===== src/grdc_pkg.sv =====
// Package for the grid ray caster: item types, grid constants and helpers.
// Used by every module of the block; depends on nothing.
package grdc_pkg;

  localparam int GRID_SIZE = 8;
  localparam int SCREEN_COLUMNS = 640;
  localparam int CELL_W = $clog2(GRID_SIZE);
  localparam int MAP_W = GRID_SIZE * GRID_SIZE;
  localparam int IDX_W = 6;
  localparam int STEP_MAX = 2 * GRID_SIZE;
  localparam int STEP_W = $clog2(STEP_MAX + 2);
  localparam int DIV_BITS = 31;
  localparam int DIV_CELLS = 16;
  localparam int BITS_PER_CELL = 2;
  localparam int SD_W = 48;
  localparam logic [23:0] DIST_MAX = 24'hFFFFFF;
  localparam logic [40:0] INF_STEP = 41'h100_0000_0000;
  // Reciprocal of the screen width for the column scale 2^17 / SCREEN_COLUMNS.
  localparam int CAM_SHIFT = 22;
  localparam longint CAM_RECIP =
    ((longint'(1) << (17 + CAM_SHIFT)) + SCREEN_COLUMNS - 1) / SCREEN_COLUMNS;

  typedef struct packed {
    logic [9:0] column;
    logic [14:0] view_x;
    logic [14:0] view_y;
    logic signed [15:0] heading_x;
    logic signed [15:0] heading_y;
    logic signed [15:0] camera_x;
    logic signed [15:0] camera_y;
  } ray_in_t;

  typedef struct packed {
    logic signed [15:0] ray_x;
    logic signed [15:0] ray_y;
    logic [23:0] wall_distance;
    logic face;
    logic [5:0] cell_index;
    logic [15:0] hit_fraction;
    logic escaped;
  } ray_out_t;

  // Partial divider state passed along the chain of divider cells, with the
  // divisor travelling beside it.
  typedef struct packed {
    logic [DIV_BITS-1:0] rem;
    logic [DIV_BITS-1:0] quo;
    logic [15:0] dvs;
  } div_pass_t;

  typedef enum logic [6:0] {
    S_IDLE  = 7'b0000001,
    S_RAY   = 7'b0000010,
    S_DIV   = 7'b0000100,
    S_SIDE  = 7'b0001000,
    S_WALK  = 7'b0010000,
    S_FRAC  = 7'b0100000,
    S_OUT   = 7'b1000000
  } fsm_t;

endpackage


===== src/grdc_div_cell.sv =====
// One cell of the restoring divider chain: retires two quotient bits.
// Depends on grdc_pkg.
module grdc_div_cell (
  input  logic clk,
  input  logic [grdc_pkg::BITS_PER_CELL-1:0] num_bits,
  input  grdc_pkg::div_pass_t pass_in,
  output grdc_pkg::div_pass_t pass_out
);
  import grdc_pkg::*;

  div_pass_t work;
  logic [DIV_BITS:0] trial;

  // Two dependent shift-subtract steps on the remainder.
  always_comb begin
    work = pass_in;
    trial = '0;
    for (int b = 0; b < BITS_PER_CELL; b++) begin
      trial = {work.rem, num_bits[BITS_PER_CELL-1-b]};
      work.rem = trial[DIV_BITS-1:0];
      if (trial >= {{(DIV_BITS-15){1'b0}}, work.dvs}) begin
        work.rem = trial[DIV_BITS-1:0] - {{(DIV_BITS-16){1'b0}}, work.dvs};
        work.quo = {work.quo[DIV_BITS-2:0], 1'b1};
      end else begin
        work.quo = {work.quo[DIV_BITS-2:0], 1'b0};
      end
    end
  end

  always_ff @(posedge clk) begin
    pass_out <= work;
  end
endmodule


===== src/grdc_div_chain.sv =====
// Chain of divider cells computing 2^30 / a for a 16-bit magnitude.
// Depends on grdc_pkg and grdc_div_cell.
module grdc_div_chain (
  input  logic clk,
  input  logic [15:0] divisor,
  output logic [grdc_pkg::DIV_BITS-1:0] quotient
);
  import grdc_pkg::*;

  // Numerator 2^30, fed most significant bit first, two bits per cell.
  localparam logic [2*DIV_CELLS-1:0] NUMER = (2*DIV_CELLS)'(longint'(1) << 30);

  div_pass_t link [DIV_CELLS+1];
  logic [BITS_PER_CELL-1:0] num_sh [DIV_CELLS];

  assign link[0] = '{rem: '0, quo: '0, dvs: divisor};

  // Each cell sees the numerator bits that belong to its position.
  for (genvar g = 0; g < DIV_CELLS; g++) begin : g_cell
    localparam int SH = g * BITS_PER_CELL;
    assign num_sh[g] = NUMER[2*DIV_CELLS-1-SH -: BITS_PER_CELL];
    grdc_div_cell u_cell (
      .clk(clk), .num_bits(num_sh[g]),
      .pass_in(link[g]), .pass_out(link[g+1])
    );
  end

  assign quotient = link[DIV_CELLS].quo;
endmodule

===== config.mk =====
export PLATFORM = sky130hd
export DESIGN_NAME = grdc_div_chain
export DESIGN_NICKNAME = d
export VERILOG_FILES = /design/src/grdc_pkg.sv /design/src/grdc_div_cell.sv /design/src/grdc_div_chain.sv
export SDC_FILE = /design/constraint.sdc
export NUM_CORES = 2
export LEC_CHECK = 0
export BUFFER_PORTS_ARGS = -buffer_cell sky130_fd_sc_hd__clkbuf_2
export CELL_PAD_IN_SITES_DETAIL_PLACEMENT = 1
export CELL_PAD_IN_SITES_GLOBAL_PLACEMENT = 2
export CORE_ASPECT_RATIO = 0.6
export CORE_MARGIN = 1.5
export CORE_UTILIZATION = 35
export DETAILED_ROUTE_END_ITERATION = 10
export GPL_ROUTABILITY_DRIVEN = 0
export GPL_TIMING_DRIVEN = 0
export PLACE_DENSITY_LB_ADDON = 0.1
export REMOVE_ABC_BUFFERS = 1
export SYNTH_ARGS = -nofsm -noshare
export SYNTH_HDL_FRONTEND = slang
export SYNTH_SLANG_ARGS = --single-unit

===== constraint.sdc =====
create_clock -name clk -period 5.65 [get_ports clk]
set_input_delay 0.565 -clock clk [delete_from_list [all_inputs] [get_ports clk]]
set_output_delay 0.565 -clock clk [all_outputs]
set_load 0.02 [all_outputs]

# Word level (Yosys, flattened, before mapping)
# Index checks and enable logic that the tools add are counted.
# classes
magnitude_cmp	32
n_addsub	31
muxes	62
# ops
operator	count
32-bit by 16-bit greater-or-equal comparator with 1-bit output	31
31-bit 2-to-1 mux	31
31-bit by 16-bit subtractor with 31-bit output	30
1-bit 2-to-1 mux	31
1-bit by 16-bit subtractor with 17-bit output (first input constant)	1
1-bit by 16-bit greater-or-equal comparator with 1-bit output (first input constant)	1
# word_totals
register_bits	961
output_inout_bits	31
word_cells	186

# Longest topological paths before layout
# logic_depth
ltp_word	4
ltp_mapped	28
depth_no_buf	24

# Cells and area by module
# From an unflattened synthesis, not the netlist that was laid out.
# unflattened
cells_unflattened	8095
hier_area_um2	69985.9
# by_module_without_submodules
mod	area_each_um2	cells_each	instances	seq_area_each_um2
grdc_div_cell at g_cell[10].u_cell ...	4375.4	507	12	1561.5
grdc_div_cell at g_cell[8].u_cell	4478.0	501	1	1561.5
grdc_div_cell at g_cell[15].u_cell	4388.0	508	1	1561.5
grdc_div_cell at g_cell[7].u_cell	4326.6	502	1	1561.5
grdc_div_cell at g_cell[0].u_cell	4280.4	498	1	1561.5
grdc_div_chain	7.5	2	1	0.0

# Worst setup path before layout
# OpenSTA, ideal clock, no wires.
# synth_path
kind	reg2reg
start	register g_cell[6].u_cell.pass_out[0] (netlist name)
end	register g_cell[7].u_cell.pass_out[53] (netlist name)
setup_time_ns	0.121
required_ns	5.529
t_arrival_ns	5.653
setup_slack_ns	-0.123
stages_incl_launch_ff	27
n_path_buf	5
cell_sequence	dfxtp_1 > inv_1 > fa_1 > a211oi_1 > o21ai_0 > a211oi_1 > o211a_1 > o21a_1 > buf_2 > clkinv_1 > clkbuf_1 > nand2_1 > nand2_1 > ha_1 > a21oi_1 > o21ai_0 > a41oi_1 > o21ai_0 > a31o_2 > nand3_1 > nand3_1 > or4_1 > clkbuf_1 > nor3_1 > buf_2 > buf_2 > mux2_2
# synth_lines
item	line_no	text
start: declaration	grdc_div_cell.sv:7	output grdc_pkg::div_pass_t pass_out
start signal: assignment	grdc_div_cell.sv:31	pass_out <= work;
end signal: assignment	grdc_div_cell.sv:31	
end: declaration	grdc_div_cell.sv:7	

==> flow_metrics.tcl <==
set metrics [dict create \
    cp.arrival_ns 6.18 \
    syn_to_final_growth_pct 18.0 \
    min_period_ns 5.58 \
    synth_warnings 0 \
    rows 115 \
    hpwl_um 159000 \
    clock_latency_ns 0.73 \
    worstSetupEndpointType "flip-flop" \
    synth.distinct_cells 105 \
    tightest_slew_ns 1.19 \
    synth_edf_count 0 \
    grt_pass1_vias 50000 \
    clk_pin_slew_worst_paths_ns 0.07 \
    largest_reg_flops 961 \
    core_area_sq_mm 0.164 \
    viasPerCell 5.43 \
    synth_top_area_cell "dfxtp_1" \
    finalSetupViolCount 0 \
    ys_ff_latch 961 \
    clockBufferDepth 3 \
    slew_violations 0 \
    drc 0 \
    synth_top_area_share_pct 33.1 \
    grt_max_degree 32 \
    die_w_um 529 \
    powerDensity_mw_per_mm2 665 \
    drt_iter0_drc 3878 \
    hold_viol_final 0 \
    track_usage_pct 23.5 \
    yosysMostFrequentCell "dfxtp_1" \
    irDropWorstVdd_mv 0.314 \
    grt_overflow_total 0 \
    syn_area_sq_mm 0.0581 \
    top_register "g_cell.u_cell.pass_out" \
    syn_avg_cell_area_sq_um 8.42 \
    cp_data_required_time_ns 6.25 \
    hold_class "in -> reg" \
    dieArea_sq_mm 0.169 \
    skew_ns 0.0248 \
    wl_um 205000 \
    netlist_top_cells_area "dfxtp_1 33%, ha_1 10%, xnor2_1 6.5%" \
    dr.pass1.iters 5 \
    leakagePower_nw 28.2 \
    grt_pass1_wl_um 311000 \
    die_h_um 319 \
    largestRegisters "g_cell.u_cell.pass_out (961)" \
    path_class "reg -> reg" \
    yosys-top-cells-count "961 x dfxtp_1, 568 x nand2_1, 549 x nor2_1, 531 x a21oi_1, 480 x ha_1" \
    fin_nets 7669 \
    synth_seq_area_share_pct 33.1 \
    cts_tree "done" \
    cts.sink_count 961 \
    num_io_pins 48 \
    max-cap-violations 0 \
    yosys_most_used_dff "dfxtp_1" \
    drive_gt1_share_pct 15.0 \
    layout.cells.non_filler 9468 \
    cts-buffers-inserted 99 \
    start_util_pct 35.4 \
    root_buffer "clkbuf_16" \
    slew_headroom_pct 19.6 \
    power_mw 45.6 \
    post-route-period-util_pct 98.7 \
    wl_per_cell_um 21.7 \
    status "finished, final reports clean" \
    antenna_found_initial 14 \
    vias 51400 \
    final_antenna_net_count 0 \
    async_flop_share_pct 0 \
    synthCells 6899 \
    crit_fanout 7 \
    max_freq_ghz 0.179 \
    htree_levels 3 \
    nFillCells 19200 \
    cp-start-kind "flip-flop" \
    portBuffers 47 \
    dp.cells 9034 \
]
layout by cell type, fill, tap and decap left out, types with 238 or more instances in the layout:
cell type / instances
a21oi_1: 479
dfxtp_1: 914
ha_1: 430
inv_1: 399
nand2_1: 558
nor2_1: 536
o21ai_0: 345
xnor2_1: 428
xor2_1: 238
power breakdown:
group | total [mW] | switching [mW] | internal [mW] | leakage, nW
Sequential | 10.7 | 2.06 | 8.67 | 8.00
Clock | 6.94 | 3.06 | 3.89 | 1.68
Combinational | 27.9 | 16.2 | 11.8 | 18.6
metal layers:
metal / GRT usage [%] / routed length (um)
met5: 0.482 / 206
met1: 41.3 / 120000
met2: 27.5 / 67900
met3: 4.44 / 13800
met4: 3.64 / 2800
stage by stage:
stage | worst slack, ns | cell area, sq um | hold slack [ns] | util [%] | setup TNS, ns
floorplan | -2.43 | 57500 | 0.310 | - | -234.75
global placement | -5.86 | 60500 | 0.310 | 36.8 | -1343.42
CTS | 0.000905 | 66500 | 0.0254 | 40.5 | 0
global route | -0.0768 | 68600 | 0.0396 | 41.7 | -0.745
finish | 0.0725 | 68600 | 0.0728 | 41.7 | 0
detailed placement | -3.37 | 60800 | 0.313 | 37.0 | -807.31
cells by family (layout without fill, tap and decap cells):
kind of cell	Yosys count	after routing	synth area share, %
simple gates	2275	2282	19.8
fa+ha+maj	496	496	10.9
compound gates	1779	1783	19.6
other cells	0	4	0
mux	131	131	2.51
buf+inv	579	910	3.83
xor+xnor	678	678	10.2
flops	961	961	33.1
area by class of cell:
type	instances	area (sq um)	area share, %
Multi-Input combinational cell	5370	38900	56.7
Sequential cell	961	19300	28.2
Tap cell	2223	2780	4.06
Clock buffer	121	2710	3.95
Timing Repair Buffer	296	2450	3.57
Inverter	424	1670	2.43
Clock inverter	65	702	1.02
Timing Repair inverter	4	31.3	0.0456
Antenna cell	4	10.0	0.0146
repair_timing:
item / CTS / global route
hold endpoints to repair: 13 / 0
endpoints found under the setup margin: 448 / 414
pin swaps: 77 / 105
gates resized for setup: 264 / 322
hold buffers: 13 / 0
gates cloned: 15 / 4
setup buffers: 118 / 94
final timing paths:
check | start | endpoint | slack, ns | depth (start not counted)
worst max-delay path | g_cell[6].u_cell.pass_out[0] | g_cell[7].u_cell.pass_out[57] | 0.07 | 23
worst min-delay path | divisor[1] | g_cell[0].u_cell.pass_out[1] | 0.07 | 1
worst max register to register | g_cell[6].u_cell.pass_out[0] | g_cell[7].u_cell.pass_out[57] | 0.07 | 23
worst min register to register | g_cell[12].u_cell.pass_out[30] | g_cell[13].u_cell.pass_out[32] | 0.32 | 0
worst max-delay path, stage by stage, from the launching register on:
cell	delay [ns]
dfxtp_4	0.36
inv_2	0.06
fa_2	0.41
a211oi_4	0.27
o21ai_2	0.13
a211oi_4	0.31
o211a_4	0.26
o21a_4	0.23
buf_12	0.16
nor2_1	0.07
ha_1	0.19
o21bai_2	0.21
a21oi_2	0.23
o21ai_4	0.12
a41oi_4	0.32
o21ai_2	0.13
a31o_2	0.26
nand3_1	0.09
nand3_2	0.10
or4_4	0.54
nor3_4	0.26
buf_6	0.19
buf_4	0.16
mux2_2	0.34
Note: power is estimated with default switching activity, not from simulation.
